File: config.mk
export PLATFORM = sky130hd
export DESIGN_NAME = sbs_ctrl
export DESIGN_NICKNAME = d
export VERILOG_FILES = /design/src/rtl/sbs_pkg.sv /design/src/rtl/sbs_ctrl.sv
export SDC_FILE = /design/constraint.sdc
export NUM_CORES = 1
export LEC_CHECK = 0
export BUFFER_PORTS_ARGS = -buffer_cell sky130_fd_sc_hd__clkbuf_2
export CAP_MARGIN = 20
export CORE_AREA = 2 2 39 41
export DETAILED_ROUTE_END_ITERATION = 6
export DIE_AREA = 0 0 41 43
export SYNTH_ARGS = -nofsm -noshare
export SYNTH_HDL_FRONTEND = slang
export SYNTH_SLANG_ARGS = --single-unit
File: constraint.sdc
create_clock -name clock -period 1.25 [get_ports clock]
set_input_delay 0.125 -clock clock [delete_from_list [all_inputs] [get_ports clock]]
set_output_delay 0.125 -clock clock [all_outputs]
set_load 0.03 [all_outputs]
File: src/rtl/sbs_pkg.sv
// Shared constants, request mode codes and controller/datapath interface structs.
package sbs_pkg;

   localparam int MAX_MARKS   = 64;
   localparam int OFFSET_BITS = 48;
   localparam int COUNT_W     = $clog2(MAX_MARKS + 1);
   localparam int RSP_COUNT_W = 7;

   typedef enum logic [1:0] {
      MODE_TOGGLE = 2'd0,
      MODE_CHECK  = 2'd1,
      MODE_JUMP   = 2'd2,
      MODE_CLEAR  = 2'd3
   } mode_type;

   localparam logic STATUS_OK   = 1'b0;
   localparam logic STATUS_FULL = 1'b1;

   typedef struct packed {
      logic capture;
      logic compare;
      logic select;
      logic update;
      logic load;
   } cmd_type;

   typedef struct packed {
      logic rsp_free;
   } stat_type;

endpackage

File: src/rtl/sbs_ctrl.sv
// Request sequencer: steps each request through capture, compare, select, update and response load.
module sbs_ctrl (
   input  logic              clock,
   input  logic              reset,
   input  logic              req_valid,
   output logic              req_stall,
   input  sbs_pkg::stat_type stat,
   output sbs_pkg::cmd_type  cmd
);
   import sbs_pkg::*;

   typedef enum logic [4:0] {
      S_IDLE = 5'b00001,
      S_CMP  = 5'b00010,
      S_SEL  = 5'b00100,
      S_UPD  = 5'b01000,
      S_RESP = 5'b10000
   } state_type;

   state_type state_ff, state_in;

   assign req_stall = (state_ff != S_IDLE);

   always_comb begin
      state_in = state_ff;
      cmd      = '0;
      unique case (state_ff)
         S_IDLE: begin
            if (req_valid) begin
               cmd.capture = 1'b1;
               state_in    = S_CMP;
            end
         end
         S_CMP: begin
            cmd.compare = 1'b1;
            state_in    = S_SEL;
         end
         S_SEL: begin
            cmd.select = 1'b1;
            state_in   = S_UPD;
         end
         S_UPD: begin
            cmd.update = 1'b1;
            if (stat.rsp_free) begin
               cmd.load = 1'b1;
               state_in = S_IDLE;
            end else begin
               state_in = S_RESP;
            end
         end
         S_RESP: begin
            if (stat.rsp_free) begin
               cmd.load = 1'b1;
               state_in = S_IDLE;
            end
         end
         default: state_in = S_IDLE;
      endcase
   end

   always_ff @(posedge clock) begin
      if (reset) begin
         state_ff <= S_IDLE;
      end else begin
         state_ff <= state_in;
      end
   end

   // only one step command at a time
   a_cmd_onehot: assert property (@(posedge clock) disable iff (reset)
      $onehot0({cmd.capture, cmd.compare, cmd.select, cmd.update}))
      else $error("more than one step command");

   // a load only happens in the update step or while waiting for the output register
   a_load_order: assert property (@(posedge clock) disable iff (reset)
      cmd.load |-> (state_ff == S_UPD || state_ff == S_RESP))
      else $error("response loaded out of sequence");

   // a captured request always reaches the compare step next
   a_capture_seq: assert property (@(posedge clock) disable iff (reset)
      cmd.capture |=> cmd.compare)
      else $error("compare did not follow capture");

endmodule

==> impl_metrics.tcl <==
set metrics [dict create \
    crit_buf_inv 1 \
    drc_errors 0 \
    r2r-start "state_ff[4]$_SDFFE_PP0P_" \
    io_pins 10 \
    largest-register "state_ff" \
    violations "negative setup slack" \
    cp_slowest_cell "dfxtp_4" \
    rr_worst_depth 4 \
    overflow 0 \
    coreArea_um2 1380 \
    fin_crit_sh_pct 104 \
    synth_top_area_share_pct 37.7 \
    hp-class "input pin to register" \
    setup_slack_ns -0.0524 \
    vias 277 \
    critical_path.top_delay_family "flip-flops" \
    path_cells "nor3b_2 > and2_2 > clkbuf_4" \
    swShare_pct 26.1 \
    critical_path.startpoint_type "register" \
    synth_most_common_cell "dfxtp_1" \
    rows 14 \
    cp_max_fo 6 \
    relSlewSlack_pct 85.4 \
    path_clk_slew_ns 0.04 \
    grt_max_degree 7 \
    yosysWarnings 0 \
    fmax_ghz 0.768 \
    first_iter_violations 0 \
    p_clk_share_pct 41.6 \
    ant_nets 0 \
    critical_path_class "register to output port" \
    largest_reg_flops 5 \
    ys_seq_area_share_pct 37.7 \
    place_worst_setup_slack_ns 0.0103 \
    wl_per_cell_um 10.8 \
    cts_buffer_depth 2 \
    cp-end-kind "output port" \
    fin_worst_skew_ns 0.000768 \
    ys.flop_type "dfxtp_1" \
    routed_wl_um 710 \
    nNetsFinal 55 \
    first_pass_iters 1 \
    vias_per_cell 4.20 \
    fp.dieH_um 43 \
    gp_congestion 0.745 \
    grt_util_all_layers_pct 8.85 \
    crit_required_ns 1.12 \
    clock_latency_ns 0.24 \
    synth_largest_area_cell "dfxtp_1" \
    finalHoldViolCount 0 \
    min_path_cells 2 \
    power_density_nw_per_um2 874 \
    async_flop_share_pct 0 \
    clock-sinks 5 \
    synth_edf_count 0 \
    worst_slew_pin_slew_ns 0.218 \
    cts_tree "done" \
    reg2reg_to "state_ff[0]$_SDFFE_PP1P_" \
    die_w_um 41 \
    cts_hold_buf 0 \
    synthCells 30 \
    mappedNetlistArea_um2 265 \
    setup_violations 5 \
    synth_area_leaders "dfxtp_1 38%, nor4b_2 11%, nand3b_1 5.7%, nor2_1 5.7%, inv_1 4.2%" \
    finish.utilization_pct 36.4 \
    crit_start "state_ff[2]$_SDFFE_PP0P_" \
    p_sw_uw 115 \
    crit_arrival_ns 1.18 \
    ctsHtreeMaxLevel 1 \
    pwr-share-seq_pct 37.9 \
    p_leak_uw 0.000250 \
    dieArea_um2 1760 \
    postPlaceCellArea_um2 328 \
    hpwl_um 413 \
    cts_buffers 3 \
    n_antenna_cell 0 \
    ir_worst_vdd_v 0.000317 \
    combPwrFrac_pct 20.5 \
    synthToLayoutAreaGrowth_pct 90.1 \
    synthTopCellsByCount "5 x dfxtp_1, 4 x nor2_1, 3 x inv_1" \
    grt_pass1_vias 250 \
    synth_nets 34 \
    layout-drive-gt1-share_pct 70.0 \
    fill_cells 144 \
    status "complete, but fails checks" \
    grt_pass1_wl_um 972 \
    synth.distinct_cells 17 \
    ys_ff_latch 5 \
    port_buffers 9 \
    stdcell_area_um2 504 \
    start_util_pct 19.2 \
    antenna_found_initial 0 \
    period_needed_ns 1.30 \
    internal-power_uw 326 \
    reg_top3 "state_ff: 5 flops" \
    clockRootBuffer "clkbuf_4" \
    endpoint "cmd[2]" \
    cpPeakStageDelay_ns 0.39 \
    drv_cap 0 \
    syn_avg_cell_area_um2 8.84 \
    report.final.slew_viol_count 0 \
    crit_cells 3 \
    rsz0062_at_grt "true" \
    rrSetupSlack_ns 0.05 \
]
## worst register-to-register path, stage by stage, from the launching register on
cell and delay, ns:
dfxtp_4 0.36, buf_4 0.14, nor4b_2 0.28, o31ai_1 0.09, a31o_1 0.21
## layout make-up
type	count	area, um^2	share of cell area, %
repair buffers	17	148	29.3
clock buffers	4	26.3	5.21
inverters	3	11.3	2.23
multi-input cells	21	185	36.7
well taps	16	20.0	3.97
flip-flops and latches	5	114	22.6
## timing repair
action	CTS	global route
pin swaps	8	6
setup endpoints to repair	6	7
setup buffers	7	1
endpoints found under the hold margin	0	0
gates resized for setup	21	8
## how the worst min path moves through the flow
stage	from	to	slack [ns]
floorplan	reset	state_ff[1]$_SDFFE_PP0P_	0.20
global route	reset	state_ff[2]$_SDFFE_PP0P_	0.11
finish	reset	state_ff[2]$_SDFFE_PP0P_	0.11
detailed placement	reset	state_ff[4]$_SDFFE_PP0P_	0.37
CTS	reset	state_ff[1]$_SDFFE_PP0P_	0.11
global placement	reset	state_ff[1]$_SDFFE_PP0P_	0.37
## logic make-up after synthesis
| kind of cell | share of synthesized area, % |
|---|---|
| AOI/OAI and AO/OA | 6.13 |
| xor gates and xnor gates | 3.30 |
| DFF | 37.7 |
| buffers and inverters | 7.08 |
| and+or+nand+nor | 45.8 |
## power groups by stage
stage	clock network (uW)	registers, uW	logic [uW]
3_5_place_dp	0	172	53.1
5_1_grt	204	168	96.2
2_1_floorplan	0	171	35.5
3_3_place_gp	0	172	53.2
6_report	183	167	90.5
4_1_cts	190	166	73.6
## through the flow
step,setup TNS (ns),hold WS (ns),instances,total power [uW]
final,-0.197,0.108,66,441
after global routing,-0.562,0.113,66,467
after CTS,-0.225,0.109,65,429
after detailed placement,0,0.373,54,225
after global placement,0,0.373,54,225
after floorplan,0,0.197,30,207
## cell usage in the layout, fill, tap and decap left out
cell type	synthesis	layout
xor2_1	1	1
o31ai_1	1	1
clkbuf_1	0	1
a31o_1	1	1
clkbuf_2	0	3
nor3b_2	0	1
nand2_1	2	1
inv_1	3	3
nor3_4	0	1
nor3_1	2	1
nor2b_2	0	1
nor4b_2	2	2
nand2_4	0	1
nor2_1	4	3
and2_2	1	1
nor3_2	1	1
dfxtp_4	0	3
nor2_4	0	1
buf_8	0	2
nand3_2	0	1
clkbuf_8	0	2
nand3b_1	2	2
and2b_1	1	1
clkbuf_4	0	4
dfxtp_2	0	2
buf_4	1	9
## metal layers
layer | track usage (%) | vias to the layer above | share of wire (%)
met5 | 0 | - | 0
met4 | 8.00 | 0 | 0
met3 | 4.71 | 0 | 5.8
met2 | 11.9 | 7 | 56
met1 | 9.39 | 128 | 38
li1 | - | 142 | -
Note: power is estimated with default switching activity, not from simulation.
